==> src/rtl/cps_pkg.sv <==
// Shared types, constants and the sine/cosine tables of the polar sampler.
package cps_pkg;

    localparam int IMAGE_WIDTH  = 128;
    localparam int IMAGE_HEIGHT = 128;
    localparam int ANGLE_BINS   = 128;
    localparam int RADIUS_BINS  = 96;

    // field widths of the stream items
    localparam int COL_W    = 7;
    localparam int ROW_W    = 7;
    localparam int PIXEL_W  = 8;
    localparam int ANGLE_W  = 7;
    localparam int RADIUS_W = 7;
    localparam int OFFS_W   = 8;

    localparam int ANGLE_CODES = 2 ** ANGLE_W;
    localparam int ADDR_W      = $clog2(IMAGE_WIDTH * IMAGE_HEIGHT);
    localparam int DIM_W       = 11;
    localparam int TRIG_W      = 16;
    localparam int FRAC_W      = 15;
    localparam int PROD_W      = RADIUS_W + 1 + TRIG_W;
    // |r*trig| < 2^22, dimension*2^14 <= 2^24, offset*2^15 <= 2^22
    localparam int COORD_W     = 27;
    localparam int IDX_W       = COORD_W - FRAC_W;

    localparam int PHASE_BITS   = 24;
    localparam int QUARTER_BITS = 22;

    localparam logic [63:0] C1 = 64'd1686629713;
    localparam logic [63:0] C3 = 64'd693598668;
    localparam logic [63:0] C5 = 64'd85569306;
    localparam logic [63:0] C7 = 64'd5026991;
    localparam logic [63:0] C9 = 64'd172271;

    localparam logic [0:0] OP_WRITE  = 1'b0;
    localparam logic [0:0] OP_SAMPLE = 1'b1;

    typedef logic signed [TRIG_W-1:0] t_trig_rom [ANGLE_CODES];

    // one queue entry: a memory write or a pixel read
    typedef struct packed {
        logic                is_read;
        logic                in_range;
        logic [ADDR_W-1:0]   addr;
        logic [PIXEL_W-1:0]  wdata;
    } t_cmd;

    function automatic logic [63:0] f_quarter_sine(input logic [63:0] x);
        logic [63:0] u;
        logic [63:0] u2;
        logic [63:0] acc;
        logic [63:0] s;
        logic [63:0] q;
        u   = x << 8;
        u2  = (u * u) >> 30;
        acc = C7 - ((C9 * u2) >> 30);
        acc = C5 - ((acc * u2) >> 30);
        acc = C3 - ((acc * u2) >> 30);
        acc = C1 - ((acc * u2) >> 30);
        s   = (u * acc) >> 30;
        q   = (s + 64'd16384) >> 15;
        if (q > 64'd32767) begin
            q = 64'd32767;
        end
        return q;
    endfunction

    function automatic logic signed [TRIG_W-1:0] f_phase_sine(input logic [63:0] p);
        logic [63:0] quarter;
        logic [63:0] quad;
        logic [63:0] x;
        logic [63:0] v;
        quarter = 64'd1 << QUARTER_BITS;
        quad    = (p >> QUARTER_BITS) & 64'd3;
        x       = p & (quarter - 64'd1);
        v       = quad[0] ? f_quarter_sine(quarter - x) : f_quarter_sine(x);
        if (quad[1]) begin
            v = -v;
        end
        return TRIG_W'(v);
    endfunction

    // table over every angle code; codes past the bin count wrap around
    function automatic t_trig_rom f_build_rom(input logic cosine);
        t_trig_rom   rom;
        logic [63:0] idx;
        logic [63:0] ph;
        logic [63:0] p;
        logic [63:0] mask;
        mask = (64'd1 << PHASE_BITS) - 64'd1;
        for (int i = 0; i < ANGLE_CODES; i++) begin
            idx = 64'(i % ANGLE_BINS);
            ph  = ((idx << PHASE_BITS) + 64'(ANGLE_BINS / 2)) / 64'(ANGLE_BINS);
            p   = (ph + (64'd1 << (PHASE_BITS - 1))) & mask;
            if (cosine) begin
                p = (p + (64'd1 << QUARTER_BITS)) & mask;
            end
            rom[i] = f_phase_sine(p);
        end
        return rom;
    endfunction

    localparam t_trig_rom SIN_ROM = f_build_rom(1'b0);
    localparam t_trig_rom COS_ROM = f_build_rom(1'b1);

endpackage

==> src/rtl/cps_fifo.sv <==
// Short command queue between the front end and the memory back end.
module cps_fifo
    import cps_pkg::*;
(
    input  logic  i_clk,
    input  logic  i_rst_n,
    input  logic  i_push,
    input  t_cmd  i_cmd,
    output logic  o_full,
    input  logic  i_pop,
    output logic  o_valid,
    output t_cmd  o_cmd
);

    localparam int DEPTH = 4;
    localparam int PTR_W = $clog2(DEPTH);

    t_cmd              r_mem [DEPTH];
    logic [PTR_W-1:0]  r_wr_ptr;
    logic [PTR_W-1:0]  r_rd_ptr;
    logic [PTR_W:0]    r_count;

    assign o_full  = (r_count == (PTR_W + 1)'(DEPTH));
    assign o_valid = (r_count != '0);
    assign o_cmd   = r_mem[r_rd_ptr];

    always_ff @(posedge i_clk) begin
        if (!i_rst_n) begin
            r_wr_ptr <= '0;
            r_rd_ptr <= '0;
            r_count  <= '0;
        end else begin
            if (i_push) begin
                r_wr_ptr <= r_wr_ptr + 1'b1;
            end
            if (i_pop) begin
                r_rd_ptr <= r_rd_ptr + 1'b1;
            end
            case ({i_push, i_pop})
                2'b10:   r_count <= r_count + 1'b1;
                2'b01:   r_count <= r_count - 1'b1;
                default: r_count <= r_count;
            endcase
        end
    end

    always_ff @(posedge i_clk) begin
        if (i_push) begin
            r_mem[r_wr_ptr] <= i_cmd;
        end
    end

endmodule

==> config.mk <==
export PLATFORM = sky130hd
export DESIGN_NAME = cps_fifo
export DESIGN_NICKNAME = d
export VERILOG_FILES = /design/src/rtl/cps_pkg.sv /design/src/rtl/cps_fifo.sv
export SDC_FILE = /design/constraint.sdc
export NUM_CORES = 1
export LEC_CHECK = 0
export ABC_CLOCK_PERIOD_IN_PS = 2200
export BUFFER_PORTS_ARGS = -buffer_cell sky130_fd_sc_hd__buf_4
export CORE_MARGIN = 3
export CORE_UTILIZATION = 56
export CTS_CLUSTER_SIZE = 12
export DETAILED_ROUTE_END_ITERATION = 12
export GPL_ROUTABILITY_DRIVEN = 0
export PLACE_DENSITY_LB_ADDON = 0.15
export SKIP_LAST_GASP = 1
export SLEW_MARGIN = 20
export SYNTH_ARGS = -nofsm -noshare
export SYNTH_HDL_FRONTEND = slang
export SYNTH_SLANG_ARGS = --single-unit
==> constraint.sdc <==
create_clock -name i_clk -period 2.2 [get_ports i_clk]
set_input_delay 0.44 -clock i_clk [delete_from_list [all_inputs] [get_ports i_clk]]
set_output_delay 0.44 -clock i_clk [all_outputs]
set_load 0.02 [all_outputs]
After elaboration in Yosys (flattened, before gate mapping)

Memories as Yosys holds them, arrays and structs flattened. A register that Yosys moved wholly into a read port is not among the register bits.
Index checks and enable logic that the tools add are counted.

Register bits after elaboration: 7
Bits in latches: 0
Memory bits (writable): 96
ROM bits: 0
Output and inout bits: 26
Logic and storage cells: 18
Memories: 1

Memories:

| name  | words | bits a word | rd ports | clocked after memory_dff | wr ports | line           | source |
|---|---|---|---|---|---|---|---|
| r_mem | 4     | 24          | 1        | 1                        | 1        | cps_fifo.sv:18 | `t_cmd r_mem [DEPTH];` |

Add/sub/neg operators: 4
Multiply operators: 0
Divide/modulo/power cells: 0
$lt $le $gt $ge: 0
Equal/unequal tests: 3
Shift-type cells: 0
Mux-type cells: 5
Bitwise logic cells: 0
Reduce and logical (&&, ||, !) cells: 2

Operators with widths:

| cell                                                 | count |
|---|---|
| one-hot mux 3 bit (2 select lines)                   | 1 |
| adder 2 x 1 -> 2 bit (second input constant)         | 2 |
| 2-to-1 mux 2 bit                                     | 2 |
| adder 3 x 1 -> 3 bit (second input constant)         | 1 |
| equality test 3 bit (second input constant)          | 1 |
| nonzero test 3 bit                                   | 1 |
| subtractor 3 x 1 -> 3 bit (second input constant)    | 1 |
| equality test 2 x 1 -> 1 bit (second input constant) | 1 |
| equality test 2 bit (second input constant)          | 1 |
| 2-to-1 mux 1 bit                                     | 2 |
| nonzero test 2 bit                                   | 1 |

Longest topological paths before layout

Depth after elaboration: 3
Gate-level depth with buffers: 6
Mapped depth without buffers: 6

Least setup slack after synthesis

OpenSTA, ideal clock, no wires.

Path type: input to register
Start point: input port i_push
End point: register r_count[2]
Library setup time: 0.076 ns
Data arrival time: 1.614 ns
Setup slack: 0.510 ns
Stages: 6
Buffers on the path: 0
Cells stage by stage: inv_1 -> ha_1 -> fa_1 -> xnor2_1 -> or3_1 -> a21boi_0

Cells in the longest elaborated chain, start to end: 2
Elaborated cells between the ends (all ways): 4

Ends and longest elaborated chain:

| item                                                                            | line           | source |
|---|---|---|
| start: declaration                                                              | cps_fifo.sv:7  | `input logic i_push,` |
| equality test 2 x 1 -> 1 bit / equality test 2 bit (equally long branches)      | cps_fifo.sv:39 | `case ({i_push, i_pop})` |
| one-hot mux 3 bit (2 select lines) / nonzero test 2 bit (equally long branches) | n/a            |  |
| end signal: assignment                                                          | cps_fifo.sv:40 | `2'b10: r_count <= r_count + 1'b1;` |
| end signal: assignment                                                          | cps_fifo.sv:41 | `2'b01: r_count <= r_count - 1'b1;` |
| end signal: assignment                                                          | cps_fifo.sv:42 | `default: r_count <= r_count;` |
| end: declaration                                                                | cps_fifo.sv:21 | `logic [PTR_W:0] r_count;` |

Parallel ways exist; a longest one is shown, timed or not.
A chain may end at the register's enable or synchronous reset.

==> impl_metrics.tcl <==
set metrics [dict create \
    drtPass1Iterations 4 \
    cp_cell_sequence "buf_12 -> mux4_1 -> buf_4" \
    yosysTopAreaCellShare_pct 73.05 \
    cts-htree-levels 3 \
    cts_tree "built" \
    synth_ff_type "edfxtp_1" \
    synth_area_leaders "edfxtp_1 73%, mux4_2 11%, dfxtp_1 4.6%, mux4_1 2.7%, ha_1 1.6%" \
    die_w_um 89.95 \
    synth_area_mm2 0.003946 \
    worst-endpoint-required_ns 1.76 \
    initial_core_util_pct 59.76 \
    syn_to_final_growth_pct 19.91 \
    slowest_delay_ns 0.59 \
    max_cap_violations 0 \
    synth_seq_area_share_pct 77.62 \
    grt_max_degree 19 \
    worst_slack_ns 0.07611 \
    crit_type "flip-flop to output port" \
    timing.final.crit_share_pct 96.54 \
    drt_iter0_drc 109 \
    hold_ws_ns 0.2789 \
    hold_viol_final 0 \
    postPlaceCellArea_mm2 0.004509 \
    status "completed" \
    clock-sinks 105 \
    core_area_mm2 0.006604 \
    worstPathArrival_ns 1.68 \
    worst_pin_slew_ns 0.5294 \
    slew_headroom_pct 64.70 \
    start_kind "flip-flop" \
    period_minus_slack_ns 2.124 \
    synth_nets 202 \
    syn_avg_cell_area_um2 23.49 \
    nets 270 \
    grt_pass1_wl_um 10110 \
    viasPerCell 5.278 \
    grt.overflow.total 0 \
    design_area_mm2 0.004732 \
    clockRootBuffer "clkbuf_8" \
    drv_slew 0 \
    critPathCaptureType "output port" \
    cts-buffers-inserted 9 \
    p_per_area_mw_per_mm2 880.2 \
    ys_seq_elements 105 \
    slowest_stage "mux4_1" \
    row_count 29 \
    max_clock_freq_mhz 470.8 \
    numPortBuffers 53 \
    die_y_um 89.95 \
    p_leak_nw 1.649 \
    critPathMaxFanout 17 \
    ir_worst_vdd_uv 551.2 \
    yosys-top-cells-count "96 x edfxtp_1, 20 x mux4_2, 9 x and2_1, 9 x dfxtp_1, 5 x ha_1" \
    dp_slack_ns 0.2481 \
    ys_types 21 \
    hp-class "input port to flip-flop" \
    ant_nets 0 \
    antenna_cells 0 \
    cts_hold_buffers 0 \
    yosysTopAreaCell "edfxtp_1" \
    dieArea_mm2 0.008090 \
    synthCells 168 \
    antenna_found_initial 0 \
    route.detailed.drc 0 \
    grt_pass1_vias 1949 \
    ys_warn_count 0 \
    fin_setup_tns_ns 0 \
    rsz0062_at_grt "false" \
    clk_pin_slew_worst_paths_ns 0.10 \
    grt_use_total_pct 16.51 \
    insertion_delay_ns 0.35 \
    post-synth-top-count-cell "edfxtp_1" \
    drive_gt1_share_pct 41.91 \
    setup_violations 0 \
    vias 1763 \
    drt_wl_total_um 6286 \
    cts_max_path_buffers 2 \
    finClkSkew_ns 0.005596 \
    avgRoutedWirePerCell_um 18.82 \
    synth_edf_count 96 \
    dp_hpwl_um 4244 \
    pin_count 54 \
    ys_async_sr_fraction_pct 0 \
]
-- state kept, by name, summed over array words and instances, names as in the netlist, named ones only --
| signal | count |
|---|---|
| r_mem | 96 |
| r_wr_ptr | 2 |
| r_rd_ptr | 2 |
| r_count | 3 |
-- cells by family (layout without fill, tap and decap cells) --
kind of cell / count (synthesis) / count (layout) / share of synthesized area (%)
AO/OA/AOI/OAI: 2 / 2 / 0.3170
multiplexers: 26 / 26 / 14.58
adder cells (fa/ha/maj): 6 / 6 / 2.093
flip-flops: 105 / 105 / 77.62
buffers and inverters: 9 / 82 / 1.934
XOR/XNOR: 5 / 5 / 1.110
AND/OR/NAND/NOR: 15 / 15 / 2.346
-- stage by stage --
step | util [%] | power [mW] | std cells
after floorplan | - | 2.699 | 168
after global placement | 68.28 | 2.915 | 318
after detailed placement | 68.28 | 2.941 | 318
after CTS | 71.71 | 4.215 | 334
after global routing | 71.66 | 4.343 | 334
final | 71.66 | 4.165 | 334
-- layout make-up --
class                      count  area [um^2]
clock buffer                   9        123.9
clock inverter                 7        102.6
fill                         428         1872
inverter                       3        11.26
multi-input combinational     54        803.3
sequential                   105         3064
tap                           93        116.4
timing repair buffer          63        510.5
-- cell usage in the layout, fill, tap and decap left out, drive strengths merged --
cell type / n
edfxtp: 96
buf: 63
mux4: 24
and2: 9
clkbuf: 9
dfxtp: 9
ha: 5
inv: 4
xnor2: 3
clkinv: 3
or3: 2
xor2: 2
mux2i: 2
nor2b: 2
bufinv: 2
nor3b: 1
nand2: 1
o21ai: 1
a21boi: 1
fa: 1
clkinvlp: 1
-- routing by layer --
metal  GRT usage [%]  routed length (um)  vias up
met5               0                   0        -
met4           6.505                  97        0
met3           4.424                 307        9
met2           27.57                3329       46
met1           20.84                2552      892
li1                -                   -      816
-- power by group --
| part | switching [mW] | leakage (nW) | internal, mW |
|---|---|---|---|
| Clock | 0.629 | 0.110 | 0.650 |
| Sequential | 0.0361 | 0.956 | 2.28 |
| Combinational | 0.288 | 0.583 | 0.280 |
| Total | 0.953 | 1.65 | 3.21 |
-- timing repair --
item | in CTS | in global routing
setup buffers | 0 | 0
resized for setup | 0 | 1
setup endpoints to repair | 0 | 1
-- worst max-delay path, delay by kind of cell, from the launching register on --
family | cells | cell delay, ns
buffers and inverters | 2 | 0.36
flip-flops | 1 | 0.37
multiplexers | 1 | 0.59
-- path summary, 6_finish.rpt --
path	startpoint	endpoint	cells past startpoint	slack, ns
min	i_cmd[22]	r_mem[0][22]$_DFFE_PP_	1	0.28
max reg2reg	r_wr_ptr[0]$_SDFFE_PN0P_	r_mem[2][1]$_DFFE_PP_	4	0.61
max	flip-flop	o_cmd[23]	3	0.08
min reg2reg	r_count[2]$_SDFFE_PN0P_	r_count[2]$_SDFFE_PN0P_	2	0.55
No activity file was read; power rests on OpenSTA's default activity.
