## src/rtl/cps_pkg.sv

```systemverilog
// Shared types, constants and the sine/cosine tables of the polar sampler.
package cps_pkg;

    localparam int IMAGE_WIDTH  = 128;
    localparam int IMAGE_HEIGHT = 128;
    localparam int ANGLE_BINS   = 128;
    localparam int RADIUS_BINS  = 96;

    // field widths of the stream items
    localparam int COL_W    = 7;
    localparam int ROW_W    = 7;
    localparam int PIXEL_W  = 8;
    localparam int ANGLE_W  = 7;
    localparam int RADIUS_W = 7;
    localparam int OFFS_W   = 8;

    localparam int ANGLE_CODES = 2 ** ANGLE_W;
    localparam int ADDR_W      = $clog2(IMAGE_WIDTH * IMAGE_HEIGHT);
    localparam int DIM_W       = 11;
    localparam int TRIG_W      = 16;
    localparam int FRAC_W      = 15;
    localparam int PROD_W      = RADIUS_W + 1 + TRIG_W;
    // |r*trig| < 2^22, dimension*2^14 <= 2^24, offset*2^15 <= 2^22
    localparam int COORD_W     = 27;
    localparam int IDX_W       = COORD_W - FRAC_W;

    localparam int PHASE_BITS   = 24;
    localparam int QUARTER_BITS = 22;

    localparam logic [63:0] C1 = 64'd1686629713;
    localparam logic [63:0] C3 = 64'd693598668;
    localparam logic [63:0] C5 = 64'd85569306;
    localparam logic [63:0] C7 = 64'd5026991;
    localparam logic [63:0] C9 = 64'd172271;

    localparam logic [0:0] OP_WRITE  = 1'b0;
    localparam logic [0:0] OP_SAMPLE = 1'b1;

    typedef logic signed [TRIG_W-1:0] t_trig_rom [ANGLE_CODES];

    // one queue entry: a memory write or a pixel read
    typedef struct packed {
        logic                is_read;
        logic                in_range;
        logic [ADDR_W-1:0]   addr;
        logic [PIXEL_W-1:0]  wdata;
    } t_cmd;

    function automatic logic [63:0] f_quarter_sine(input logic [63:0] x);
        logic [63:0] u;
        logic [63:0] u2;
        logic [63:0] acc;
        logic [63:0] s;
        logic [63:0] q;
        u   = x << 8;
        u2  = (u * u) >> 30;
        acc = C7 - ((C9 * u2) >> 30);
        acc = C5 - ((acc * u2) >> 30);
        acc = C3 - ((acc * u2) >> 30);
        acc = C1 - ((acc * u2) >> 30);
        s   = (u * acc) >> 30;
        q   = (s + 64'd16384) >> 15;
        if (q > 64'd32767) begin
            q = 64'd32767;
        end
        return q;
    endfunction

    function automatic logic signed [TRIG_W-1:0] f_phase_sine(input logic [63:0] p);
        logic [63:0] quarter;
        logic [63:0] quad;
        logic [63:0] x;
        logic [63:0] v;
        quarter = 64'd1 << QUARTER_BITS;
        quad    = (p >> QUARTER_BITS) & 64'd3;
        x       = p & (quarter - 64'd1);
        v       = quad[0] ? f_quarter_sine(quarter - x) : f_quarter_sine(x);
        if (quad[1]) begin
            v = -v;
        end
        return TRIG_W'(v);
    endfunction

    // table over every angle code; codes past the bin count wrap around
    function automatic t_trig_rom f_build_rom(input logic cosine);
        t_trig_rom   rom;
        logic [63:0] idx;
        logic [63:0] ph;
        logic [63:0] p;
        logic [63:0] mask;
        mask = (64'd1 << PHASE_BITS) - 64'd1;
        for (int i = 0; i < ANGLE_CODES; i++) begin
            idx = 64'(i % ANGLE_BINS);
            ph  = ((idx << PHASE_BITS) + 64'(ANGLE_BINS / 2)) / 64'(ANGLE_BINS);
            p   = (ph + (64'd1 << (PHASE_BITS - 1))) & mask;
            if (cosine) begin
                p = (p + (64'd1 << QUARTER_BITS)) & mask;
            end
            rom[i] = f_phase_sine(p);
        end
        return rom;
    endfunction

    localparam t_trig_rom SIN_ROM = f_build_rom(1'b0);
    localparam t_trig_rom COS_ROM = f_build_rom(1'b1);

endpackage

```

## src/rtl/cps_front.sv

```systemverilog
// Front end: accepts items, maps polar cells to image addresses, issues commands.
module cps_front
    import cps_pkg::*;
(
    input  logic                       i_clk,
    input  logic                       i_rst_n,
    input  logic                       i_valid,
    output logic                       o_ready,
    input  logic                       i_op,
    input  logic [COL_W-1:0]           i_column,
    input  logic [ROW_W-1:0]           i_row,
    input  logic [PIXEL_W-1:0]         i_pixel,
    input  logic [ANGLE_W-1:0]         i_angle_index,
    input  logic [RADIUS_W-1:0]        i_radius,
    input  logic signed [OFFS_W-1:0]   i_center_dx,
    input  logic signed [OFFS_W-1:0]   i_center_dy,
    output logic                       o_push,
    output t_cmd                       o_cmd,
    input  logic                       i_full
);

    localparam logic signed [COORD_W-1:0] X_BIAS = COORD_W'(IMAGE_WIDTH * 16384);
    localparam logic signed [COORD_W-1:0] Y_BIAS = COORD_W'(IMAGE_HEIGHT * 16384);
    localparam logic signed [COORD_W-1:0] NEG_ONE = -COORD_W'(32768);

    // stage 1: fields and table lookups
    logic                       r_v1;
    logic                       r1_op;
    logic [COL_W-1:0]           r1_column;
    logic [ROW_W-1:0]           r1_row;
    logic [PIXEL_W-1:0]         r1_pixel;
    logic [RADIUS_W-1:0]        r1_radius;
    logic signed [OFFS_W-1:0]   r1_dx;
    logic signed [OFFS_W-1:0]   r1_dy;
    logic signed [TRIG_W-1:0]   r1_sin;
    logic signed [TRIG_W-1:0]   r1_cos;

    // stage 2: products and write address
    logic                       r_v2;
    logic                       r2_op;
    logic                       r2_wok;
    logic [ADDR_W-1:0]          r2_waddr;
    logic [PIXEL_W-1:0]         r2_pixel;
    logic signed [OFFS_W-1:0]   r2_dx;
    logic signed [OFFS_W-1:0]   r2_dy;
    logic signed [PROD_W-1:0]   r2_px;
    logic signed [PROD_W-1:0]   r2_py;

    logic                       w_en;
    logic                       w_need;
    logic signed [COORD_W-1:0]  w_xq;
    logic signed [COORD_W-1:0]  w_yq;
    logic [IDX_W-1:0]           w_xi;
    logic [IDX_W-1:0]           w_yi;
    logic                       w_in;
    logic [ADDR_W-1:0]          w_raddr;
    logic [ADDR_W-1:0]          n_waddr;
    logic                       n_wok;

    assign w_need  = (r2_op == OP_SAMPLE) || r2_wok;
    assign w_en    = !(r_v2 && w_need && i_full);
    assign o_ready = w_en;
    assign o_push  = r_v2 && w_need && !i_full;

    assign n_wok   = (DIM_W'(r1_column) < DIM_W'(IMAGE_WIDTH))
                  && (DIM_W'(r1_row) < DIM_W'(IMAGE_HEIGHT));
    assign n_waddr = ADDR_W'(ADDR_W'(r1_row) * ADDR_W'(IMAGE_WIDTH)) + ADDR_W'(r1_column);

    always_comb begin
        w_xq = COORD_W'(r2_px) + X_BIAS + (COORD_W'(r2_dx) <<< FRAC_W);
        w_yq = COORD_W'(r2_py) + Y_BIAS + (COORD_W'(r2_dy) <<< FRAC_W);
        // a coordinate in (-1, 0) truncates to column or row zero
        w_xi = w_xq[COORD_W-1] ? '0 : w_xq[COORD_W-1:FRAC_W];
        w_yi = w_yq[COORD_W-1] ? '0 : w_yq[COORD_W-1:FRAC_W];
        w_in = (w_xq > NEG_ONE) && (w_yq > NEG_ONE)
            && (w_xi < IDX_W'(IMAGE_WIDTH)) && (w_yi < IDX_W'(IMAGE_HEIGHT));
        w_raddr = ADDR_W'(ADDR_W'(w_yi) * ADDR_W'(IMAGE_WIDTH)) + ADDR_W'(w_xi);

        o_cmd.is_read  = (r2_op == OP_SAMPLE);
        o_cmd.in_range = w_in;
        o_cmd.addr     = (r2_op == OP_SAMPLE) ? w_raddr : r2_waddr;
        o_cmd.wdata    = r2_pixel;
    end

    always_ff @(posedge i_clk) begin
        if (!i_rst_n) begin
            r_v1 <= 1'b0;
            r_v2 <= 1'b0;
        end else if (w_en) begin
            r_v1 <= i_valid;
            r_v2 <= r_v1;
        end
    end

    always_ff @(posedge i_clk) begin
        if (w_en) begin
            r1_op     <= i_op;
            r1_column <= i_column;
            r1_row    <= i_row;
            r1_pixel  <= i_pixel;
            r1_radius <= i_radius;
            r1_dx     <= i_center_dx;
            r1_dy     <= i_center_dy;
            r1_sin    <= SIN_ROM[i_angle_index];
            r1_cos    <= COS_ROM[i_angle_index];

            r2_op     <= r1_op;
            r2_wok    <= n_wok;
            r2_waddr  <= n_waddr;
            r2_pixel  <= r1_pixel;
            r2_dx     <= r1_dx;
            r2_dy     <= r1_dy;
            r2_px     <= $signed({1'b0, r1_radius}) * r1_sin;
            r2_py     <= $signed({1'b0, r1_radius}) * r1_cos;
        end
    end

endmodule

```

## config.mk

```make
export PLATFORM = sky130hd
export DESIGN_NAME = cps_front
export DESIGN_NICKNAME = d
export VERILOG_FILES = /design/src/rtl/cps_pkg.sv /design/src/rtl/cps_front.sv
export SDC_FILE = /design/constraint.sdc
export NUM_CORES = 1
export LEC_CHECK = 0
export ABC_AREA = 1
export BUFFER_PORTS_ARGS = -buffer_cell sky130_fd_sc_hd__buf_4
export CORE_UTILIZATION = 50
export CTS_CLUSTER_DIAMETER = 100
export CTS_CLUSTER_SIZE = 16
export DETAILED_ROUTE_END_ITERATION = 6
export PLACE_DENSITY = 0.67
export SYNTH_ARGS = -nofsm -noshare
export SYNTH_HDL_FRONTEND = slang
export SYNTH_SLANG_ARGS = --single-unit
```

## constraint.sdc

```tcl
create_clock -name i_clk -period 6.8 [get_ports i_clk]
set_clock_uncertainty 0.2 [all_clocks]
set_input_delay 0.68 -clock i_clk [delete_from_list [all_inputs] [get_ports i_clk]]
set_output_delay 0.68 -clock i_clk [all_outputs]
set_load 0.01 [all_outputs]
```

======== Word-level counts from Yosys, hierarchy flattened ========
Memories as Yosys holds them, arrays and structs flattened. A register that Yosys moved wholly into a read port is not among the register bits.
Cells that the tools add are included.
Widths: inputs -> output; s select.
storage, ports and cells
  ROM bits ................................ 4096
  logic and storage cells ................. 43
  output and inout port bits .............. 26
  register bits after elaboration ......... 135
  memories ................................ 2
operators by class
  add/subtract/negate cells ............... 6
  multiplexer cells ....................... 3
  order comparisons ....................... 4
  bitwise operators ....................... 1
  reduce and logical (&&, ||, !) cells .... 9
  $mul .................................... 2
memories
  memory           words  bits a word  rd ports  clocked after Yosys merged registers in  wr ports  line              text
  (no name shown)  128    16           1         1                                        0         cps_front.sv:105  r1_cos <= COS_ROM[i_angle_index];
  (no name shown)  128    16           1         1                                        0         cps_front.sv:104  r1_sin <= SIN_ROM[i_angle_index];
operators with widths
  cell                    count
  $add 25x23->26          2
  $gt 26x16->1 const B    2
  $add 24x23->25 const B  2
  $mul 8x16->24           2
  $lt 11x8->1 const B     2
  $mux 11                 2
  $add 14x11->14          1
  $add 14x7->14           1
  $mux 14                 1
  $not 7->8               1
  $logic_and 1x1->1       5
  $logic_not 1->1         4

======== Logic depth before layout (Yosys ltp) ========
Gate-level depths: netlist of the first run.
  depth in word-level cells ............... 6
  gate-level depth with buffers ........... 24
  gate-level depth less buffers ........... 23

======== Worst setup path after synthesis of the first run ========
No wires, ideal clock.
  kind .................................... input-to-output
  from .................................... input port i_full
  to ...................................... output port o_ready
  path slack .............................. 1674 ps
  path buffers ............................ 0
  data required time ...................... 5920 ps
  arrival time ............................ 4246 ps
  stages .................................. 1
  cell sequence ........................... nand2_1
between the ends
  word-level cells in the longest chain between the ends .. 2
RTL lines
  item               line             text
  from (decl)        cps_front.sv:19  input logic i_full
  $logic_and 1x1->1  cps_front.sv:61  assign w_en = !(r_v2 && w_need && i_full);
  $logic_not 1->1    cps_front.sv:61
  to (decl)          cps_front.sv:8   output logic o_ready,
No other way between the ends.

======== Final worst setup path of the first run ========
  from .................................... register r1_radius[4]
  to ...................................... register r2_py[21], data pin
between the ends
  word-level cells in the longest chain between the ends .. 1
RTL lines
  item                    line              text
  from (decl)             cps_front.sv:32   logic [RADIUS_W-1:0] r1_radius;
  from (signal assigned)  cps_front.sv:101  r1_radius <= i_radius;
  $mul 8x16->24           cps_front.sv:114  r2_py <= $signed({1'b0, r1_radius}) * r1_cos;
  to (signal assigned)    cps_front.sv:114
  to (decl)               cps_front.sv:47   logic signed [PROD_W-1:0] r2_py;
No other way between the ends.
A chain may end at the register's enable or synchronous reset.

==> impl_metrics.env, run 1 <==
export IMPL_netlist_area_sq_um=18190
export IMPL_antenna_left=0
export IMPL_seq_power_share_pct=20.7
export IMPL_syn_area_per_cell_sq_um=8.134
export IMPL_synthMuxAreaShare_pct=0
export IMPL_power_density_nw_per_um2=428.3
export IMPL_wl_met1_microns=19840
export IMPL_rr_worst_depth=15
export IMPL_grt_overflow_total=0
export IMPL_slowest_stage="edfxtp_1"
export IMPL_stdcell_area_sq_um=19840
export IMPL_synth_flop_cell="edfxtp_1"
export IMPL_fmax_mhz=178.8
export IMPL_clock_sinks=167
export IMPL_viasPerCell=5.247
export IMPL_drtIter0Drc=815
export IMPL_drc=14
export IMPL_ioPinCount=83
export IMPL_start_kind="register"
export IMPL_core_sq_um=35660
export IMPL_place_gp_congestion=0.9828
export IMPL_finalCriticalPeriod_ns=5.591
export IMPL_place_hpwl_microns=37260
export IMPL_path_delay_family="adder cells"
export IMPL_violations="design-rule violations"
export IMPL_route_vias_total=14520
export IMPL_cts_root_buf="clkbuf_16"
export IMPL_synth_compound_area_share_pct=9.287
export IMPL_synthArstFlopShare_pct=0
export IMPL_wire_per_inst_microns=16.73
export IMPL_tightest_slew_ns=1.030
export IMPL_clockPowerShare_pct=11.7
export IMPL_status="finished with violations"
export IMPL_grt_max_degree=68
export IMPL_cp_end_kind="register"
export IMPL_wl_met2_microns=22580
export IMPL_chipHeight_microns=192.7
export IMPL_setup_violations=0
export IMPL_power_switching_mw=4.201
export IMPL_route_met3_wl_microns=2386
export IMPL_cpPeakStageDelay_ns=0.96
export IMPL_cts_buffers=17
export IMPL_yosys_area_share_xor_xnor_pct=2.745
export IMPL_clock_latency_ns=0.44
export IMPL_synth_area_leaders="edfxtp_1 27%, fa_1 19%, inv_1 11%"
export IMPL_syn_nets=2628
export IMPL_yosys_register_bits=167
export IMPL_sw_frac_of_total_pct=49.42
export IMPL_finalWirelength_microns=46300
export IMPL_timing_worst_setup_path_type="reg2reg"
export IMPL_grt_first_pass_wirelength_microns=76020
export IMPL_fin_tns_setup_ns=0
export IMPL_cts_tree="done"
export IMPL_mostFrequentLayoutCells="546 x nand2_1, 546 x inv_1, 175 x fa_1"
export IMPL_yosys_warnings=0
export IMPL_p_comb_share_pct=67.6
export IMPL_synth_top_family_by_area="adder cells"
export IMPL_start_util_pct=51.01
export IMPL_irDropWorstVdd_mv=0.4295
export IMPL_max_slew_margin_pct=31.32
export IMPL_grt_usage_pct=26.36
export IMPL_hold_path_depth=1
export IMPL_rsz0062_at_grt="no"
export IMPL_synthDistinctLibCells=51
export IMPL_drive_gt1_share_pct=6.589
export IMPL_cts_buffer_depth=2
export IMPL_synthAdderAreaFrac_pct=30.27
export IMPL_synth_top_cell_area_share_pct=27.24
export IMPL_hold_ws_ns=0.2028
export IMPL_drt_pass1_iter_count=7
export IMPL_highest_layer="met4"
export IMPL_path_clk_slew_ns=0.08
export IMPL_cts_resized=0
export IMPL_drv_cap=0
export IMPL_port_buffers=82
export IMPL_finalNetCount=2686
export IMPL_yosys_area_share_simple_pct=17.25
export IMPL_num_antenna_cells=0
export IMPL_crit_top_cell="fa_1"
export IMPL_ys_seq_area_share_pct=27.46
export IMPL_cts_setup_buffers=0
export IMPL_finalCritPeriodShare_pct=82.23
export IMPL_slew_viol_final=0
export IMPL_synth_edf_count=165
export IMPL_die_w_microns=192.7
export IMPL_grt_pass1_vias=14850
export IMPL_arrival_ns=5.60
export IMPL_area_growth_syn_to_layout_pct=9.102
export IMPL_rows=69
export IMPL_worstPathBufferInverterCount=4
export IMPL_ctsHoldBuffers=0
export IMPL_worstPathRequired_ns=6.81
export IMPL_yosys_area_top_type="edfxtp_1"
export IMPL_synth_cells=2236
export IMPL_p_leak_nw=10.88
export IMPL_hold_viol=0
export IMPL_die_area_sq_um=37140
export IMPL_worstHoldPathType="in2reg"
export IMPL_internal_power_mw=4.299
export IMPL_dpl_instance_area_sq_um=19230
export IMPL_crit_chain="buf_4 -> nand2_1 -> fa_1 -> inv_1 -> fa_1 -> inv_1 -> fa_1 -> fa_1 -> inv_1 -> ha_1 -> nand2_1 -> nor4_1 -> nand4_1 -> nand3_1 -> xor2_1"
export IMPL_path_max_fanout=24
export IMPL_grt_antenna_before_repair=0
export IMPL_htree_levels=4
export IMPL_cp_depth=15
## power groups by stage
stage | clock, mW | combinational [mW] | sequential, mW
final | 0.995 | 5.74 | 1.76
after global routing | 1.05 | 6.63 | 1.79
after CTS | 1.01 | 5.77 | 1.76
after detailed placement | 0 | 5.72 | 1.79
after global placement | 0 | 5.64 | 1.78
after floorplan | 0 | 4.39 | 1.70
## Yosys cell counts, types with 4 or more instances
cell         n
inv_1      547
nand2_1    547
fa_1       175
edfxtp_1   165
ha_1       160
nor2_1     127
a21oi_1     90
o21ai_0     86
nand3_1     45
clkbuf_1    34
xor2_1      30
xnor2_1     27
nand4_1     24
o22ai_1     17
buf_2       14
o31ai_1     13
nor3_1      12
o211ai_1    11
o21ai_1     11
a31oi_1     10
a21o_1       8
o2111ai_1    8
buf_4        7
o221ai_1     6
a211oi_1     5
nor4_1       5
a22oi_1      4
a32oi_1      4
buf_1        4
inv_2        4
nor2_2       4
o21bai_1     4
## final timing paths
| kind | startpoint | endpoint | slack, ns |
|---|---|---|---|
| setup / recovery | r1_radius[4] | r2_py[21] | 1.21 |
| hold reg to reg | r1_dy[6] | r2_dy[6] | 0.22 |
| setup reg to reg | r1_radius[4] | r2_py[21] | 1.21 |
| hold / removal | i_center_dy[7] | r1_dy[7] | 0.20 |
## logic make-up after synthesis
group | after synthesis
buffers and inverters | 613
DFF | 167
AOI/OAI and AO/OA | 287
adders and majority gates | 335
and+or+nand+nor | 777
xor gates and xnor gates | 57
## per-stage QoR
step / setup WS [ns] / total power, mW / util (%) / instances
floorplan: 1.674 / 6.091 / - / 2236
global placement: 1.320 / 7.416 / 53.94 / 2736
detailed placement: 1.204 / 7.505 / 53.94 / 2736
CTS: 1.205 / 8.539 / 55.65 / 2768
global route: 0.9392 / 9.469 / 55.65 / 2768
finish: 1.209 / 8.500 / 55.65 / 2768
## layout make-up
class	instances	area [sq um]
Clock buffer	17	425.4
Timing Repair Buffer	100	750.7
Fill cell	3310	15810
Clock inverter	15	185.2
Sequential cell	167	4995
Tap cell	461	576.8
Multi-Input combinational cell	1456	10840
Inverter	552	2072
## state kept, by name (all words and copies together), names as in the netlist, 14 cells and up
register and flops:
r2_py 24, r1_cos 16, r1_sin 16, r2_waddr 14, r2_px 24
## layer usage
layer,track usage [%],vias up
met5,0,-
met4,9.570,0
met3,3.964,85
met2,44.98,414
met1,33.75,6947
li1,-,7078
Note: power is estimated with default switching activity, not from simulation.
==> run 2: changes to the inputs <==
Clock period 6.8 ns to 5.57 ns, I/O delays scaled along.
==> impl_metrics.env, run 2 (same netlist as run 1, synthesis figures left out) <==
export IMPL_power_density_nw_per_um2=522.2
export IMPL_violations="design-rule violations"
export IMPL_dpl_instance_area_sq_um=19310
export IMPL_worstHoldPathType="in2reg"
export IMPL_grt_max_degree=68
export IMPL_seq_power_share_pct=20.6
export IMPL_route_met3_wl_microns=2413
export IMPL_start_kind="register"
export IMPL_drc=14
export IMPL_place_hpwl_microns=37950
export IMPL_rsz0062_at_grt="no"
export IMPL_wl_met2_microns=22710
export IMPL_die_w_microns=192.7
export IMPL_fin_ws_ns=0.3392
export IMPL_slew_viol_final=0
export IMPL_irDropWorstVdd_mv=0.3908
export IMPL_power_switching_mw=5.164
export IMPL_area_growth_syn_to_layout_pct=9.501
export IMPL_cts_tree="done"
export IMPL_clock_latency_ns=0.44
export IMPL_viasPerCell=5.255
export IMPL_tightest_slew_ns=1.016
export IMPL_sw_frac_of_total_pct=49.66
export IMPL_die_area_sq_um=37140
export IMPL_ioPinCount=83
export IMPL_totalPowerFinal_mw=10.40
export IMPL_drt_pass1_iter_count=7
export IMPL_setup_violations=0
export IMPL_cts_setup_buffers=0
export IMPL_hold_ws_ns=0.08369
export IMPL_mostFrequentLayoutCells="547 x inv_1, 546 x nand2_1, 175 x fa_1"
export IMPL_fin_tns_setup_ns=0
export IMPL_num_antenna_cells=0
export IMPL_cp_end_kind="register"
export IMPL_cts_buffer_depth=2
export IMPL_wl_met1_microns=20560
export IMPL_finalWirelength_microns=47050
export IMPL_worstPathRequired_ns=5.56
export IMPL_highest_layer="met4"
export IMPL_start_util_pct=51.01
export IMPL_grt_first_pass_wirelength_microns=76260
export IMPL_rows=69
export IMPL_clockPowerShare_pct=11.5
export IMPL_place_gp_congestion=0.9768
export IMPL_finalCriticalPeriod_ns=5.231
export IMPL_max_slew_margin_pct=32.24
export IMPL_chipHeight_microns=192.7
export IMPL_finalNetCount=2691
export IMPL_cts_root_buf="clkbuf_16"
export IMPL_status="finished with violations"
export IMPL_drv_cap=0
export IMPL_grt_overflow_total=0
export IMPL_cts_buffers=17
export IMPL_fillers=3296
export IMPL_port_buffers=82
export IMPL_top_regs="r2_px (24), r2_py (24)"
export IMPL_grt_pass1_vias=14630
export IMPL_timing_worst_setup_path_type="reg2reg"
export IMPL_fmax_mhz=191.2
export IMPL_clock_sinks=167
export IMPL_wire_per_inst_microns=16.97
export IMPL_finalCritPeriodShare_pct=93.91
export IMPL_final_common_cell="inv_1"
export IMPL_internal_power_mw=5.235
export IMPL_hold_viol=0
export IMPL_preCtsSetupSlack_ns=0.3347
export IMPL_drive_gt1_share_pct=6.791
export IMPL_antenna_left=0
export IMPL_htree_levels=4
export IMPL_ctsHoldBuffers=0
export IMPL_core_sq_um=35660
export IMPL_p_leak_nw=10.92
export IMPL_cts_resized=0
export IMPL_drtIter0Drc=877
export IMPL_path_clk_slew_ns=0.08
export IMPL_p_comb_share_pct=67.9
export IMPL_route_vias_total=14570
export IMPL_stdcell_area_sq_um=19920
export IMPL_grt_antenna_before_repair=0
export IMPL_path_max_fanout=22
export IMPL_arrival_ns=5.22
export IMPL_grt_usage_pct=26.67
==> run 2: cell count changes in the layout (fill, tap and decap cells not counted) <==
cell / previous run / this run
inv_12: 0 / 1
clkinv_1: 2 / 1
buf_4: 100 / 102
buf_12: 0 / 3
clkinv_4: 1 / 0
inv_1: 546 / 547
bufinv_16: 1 / 0
inv_6: 5 / 2
inv_8: 2 / 4
clkinvlp_4: 2 / 3
clkinv_8: 4 / 5
==> run 2: cell type report <==
cell class	count	area (sq um)	area share, %
clock buffers	17	425.4	2.136
clock inverters	15	182.7	0.9173
inverters	552	2072	10.40
multi-input cells	1456	10840	54.42
flip-flops and latches	167	4995	25.08
well taps	461	576.8	2.896
repair buffers	105	825.8	4.146
==> run 2: path summary, 6_finish.rpt <==
check                               startpoint   endpoint  slack, ns  cells past startpoint
worst max-delay path              r1_radius[4]  r2_py[17]       0.34                     16
worst min register to register        r1_dx[3]   r2_dx[3]       0.22                      0
worst min-delay path            i_center_dy[6]   r1_dy[6]       0.08                      1
worst max register to register    r1_radius[4]  r2_py[17]       0.34                     16
==> run 2: routing by layer <==
layer | global-route usage (%) | up-vias
met5 | 0 | -
met4 | 8.873 | 0
met3 | 3.237 | 61
met2 | 45.45 | 430
met1 | 35.00 | 6970
li1 | - | 7112
==> run 2: power by group through the flow <==
stage	Combinational [mW]	Clock, mW	Sequential (mW)
6_report	7.06	1.20	2.14
5_1_grt	8.19	1.27	2.17
4_1_cts	7.13	1.23	2.14
3_5_place_dp	7.07	0	2.17
3_3_place_gp	6.98	0	2.16
2_1_floorplan	5.37	0	2.07
==> run 2: worst max-delay path: stages (launching register included) <==
cell      delay [ns]
edfxtp_1        0.61
buf_12          0.26
nand2_1         0.07
inv_1           0.06
fa_1            0.55
fa_1            0.44
fa_1            0.54
inv_1           0.05
fa_1            0.52
inv_1           0.04
ha_1            0.35
a21oi_1         0.25
o21ai_0         0.22
a21oi_1         0.34
o21ai_0         0.19
a21oi_1         0.19
xnor2_1         0.10
==> run 2: stage by stage <==
| stage | utilization [%] | instances |
|---|---|---|
| CTS | 55.86 | 2773 |
| global placement | 54.15 | 2741 |
| global route | 55.86 | 2773 |
| finish | 55.86 | 2773 |
| detailed placement | 54.15 | 2741 |
| floorplan | - | 2236 |
==> run 3: changes to the inputs <==
Settings changed: BUFFER_PORTS_ARGS -buffer_cell sky130_fd_sc_hd__buf_4 to -buffer_cell sky130_fd_sc_hd__buf_2, SLEW_MARGIN set to 20.
==> impl_metrics.env, run 3 (same netlist as run 1, synthesis figures left out) <==
export IMPL_status="finished with violations"
export IMPL_violations="design-rule violations"
export IMPL_hold_path_depth=1
export IMPL_num_antenna_cells=0
export IMPL_max_slew_margin_pct=28.10
export IMPL_p_comb_share_pct=67.7
export IMPL_wire_per_inst_microns=16.68
export IMPL_worstHoldEndpoint="r1_pixel[0]"
export IMPL_viasPerCell=5.314
export IMPL_grt_antenna_before_repair=1
export IMPL_hold_ws_ns=0.08657
export IMPL_antenna_left=0
export IMPL_cts_tree="done"
export IMPL_fin_tns_setup_ns=0
export IMPL_seq_power_share_pct=20.7
export IMPL_slew_viol_final=0
export IMPL_cp_end_kind="register"
export IMPL_reg2reg_slack_ns=0.19
export IMPL_ioPinCount=83
export IMPL_area_growth_syn_to_layout_pct=8.262
export IMPL_path_max_fanout=15
export IMPL_grt_overflow_total=0
export IMPL_finalNetCount=2691
export IMPL_power_density_nw_per_um2=524.2
export IMPL_drive_gt1_share_pct=6.791
export IMPL_hold_viol=0
export IMPL_drt_pass1_iter_count=7
export IMPL_core_sq_um=35660
export IMPL_start_util_pct=51.01
export IMPL_sw_frac_of_total_pct=49.96
export IMPL_finalCritPeriodShare_pct=96.62
export IMPL_grt_pass1_vias=14860
export IMPL_finalCriticalPeriod_ns=5.382
export IMPL_r2r_start="r1_radius[3]"
export IMPL_cts_buffers=17
export IMPL_place_gp_congestion=0.9523
export IMPL_arrival_ns=5.37
export IMPL_hold_start="i_pixel[0]"
export IMPL_route_vias_total=14740
export IMPL_power_switching_mw=5.156
export IMPL_htree_levels=4
export IMPL_place_hpwl_microns=36660
export IMPL_p_leak_nw=10.85
export IMPL_clock_sinks=167
export IMPL_top_regs="r2_px (24), r2_py (24)"
export IMPL_cts_setup_buffers=0
export IMPL_r2r_end="r2_py[17]"
export IMPL_cts_buffer_depth=2
export IMPL_worstPathRequired_ns=5.56
export IMPL_rr_worst_depth=16
export IMPL_chipHeight_microns=192.7
export IMPL_fillers=3308
export IMPL_grt_max_degree=86
export IMPL_mostFrequentLayoutCells="547 x inv_1, 546 x nand2_1, 175 x fa_1"
export IMPL_grt_first_pass_wirelength_microns=75560
export IMPL_irDropWorstVdd_mv=0.3991
export IMPL_worstHoldPathType="in2reg"
export IMPL_final_common_cell="inv_1"
export IMPL_port_buffers=82
export IMPL_die_area_sq_um=37140
export IMPL_internal_power_mw=5.165
export IMPL_clockPowerShare_pct=11.6
export IMPL_grt_usage_pct=26.29
export IMPL_clock_latency_ns=0.44
export IMPL_rows=69
export IMPL_cts_resized=0
export IMPL_die_w_microns=192.7
export IMPL_drc=14
export IMPL_drtIter0Drc=974
export IMPL_tightest_slew_ns=1.077
export IMPL_setup_violations=0
export IMPL_path_clk_slew_ns=0.08
export IMPL_ctsHoldBuffers=0
export IMPL_finalWirelength_microns=46270
export IMPL_fmax_mhz=185.8
export IMPL_cts_root_buf="clkbuf_16"
export IMPL_timing_worst_setup_path_type="reg2reg"
export IMPL_drv_cap=0
export IMPL_rsz0062_at_grt="no"
export IMPL_start_kind="register"
## run 3: metrics by stage
| stage | power, mW | setup slack, ns | instances | utilization [%] | instance area (sq um) |
|---|---|---|---|---|---|
| 6_report | 10.32 | 0.1880 | 2773 | 55.22 | 19690 |
| 5_1_grt | 11.50 | 0.03119 | 2773 | 55.22 | 19690 |
| 4_1_cts | 10.36 | 0.3194 | 2773 | 55.22 | 19690 |
| 3_5_place_dp | 9.090 | 0.3361 | 2741 | 53.54 | 19090 |
| 3_3_place_gp | 8.964 | 0.3777 | 2741 | 53.54 | 19090 |
| 2_1_floorplan | 7.436 | 0.6598 | 2236 | - | 18190 |
## run 3: per-layer routing
layer | GRT usage, % | share of wire [%] | vias to the layer above
li1 | - | - | 7096
met4 | 10.60 | 3.7 | 2
met1 | 34.56 | 42 | 7008
met2 | 43.92 | 48 | 532
met5 | 0 | 0.028 | -
met3 | 3.146 | 6.1 | 98
## run 3: worst max path at each step
stage                       from           end  slack (ns)  cells past startpoint
detailed placement  r1_radius[3]     r2_py[17]        0.34                     16
global placement    r1_radius[3]     r2_py[17]        0.38                     16
finish              r1_radius[3]     r2_py[17]        0.19                     16
CTS                 r1_radius[3]     r2_py[17]        0.32                     16
global route        r1_radius[3]     r2_px[21]        0.03                     17
floorplan                 i_full  r1_column[0]        0.66                      1
## run 3: final cells by class
class / instances / area (sq um) / share of cell area [%]
multi-input combinational: 1456 / 10840 / 55.04
clock inverter: 15 / 175.2 / 0.8896
clock buffer: 17 / 425.4 / 2.161
tap: 461 / 576.8 / 2.929
sequential: 167 / 4995 / 25.37
inverter: 552 / 2072 / 10.52
timing repair buffer: 105 / 608.1 / 3.088
## run 3: worst max-delay path, cell delays in order (launching register included)
cell and delay, ns:
edfxtp_1 0.79, buf_4 0.28, nand2_1 0.08, fa_1 0.49
fa_1 0.49, inv_1 0.05, fa_1 0.52, inv_1 0.05
fa_1 0.52, inv_1 0.04, ha_1 0.34, nand2_1 0.11
nor2_1 0.24, a21oi_1 0.16, o21ai_0 0.44, a21oi_1 0.15
xnor2_1 0.16
## run 3: power groups by stage
stage               combinational [mW]  sequential (mW)  clock (mW)
global route                      8.07             2.17        1.26
CTS                               7.00             2.14        1.21
global placement                  6.81             2.16           0
detailed placement                6.93             2.16           0
finish                            6.99             2.14        1.20
floorplan                         5.37             2.07           0
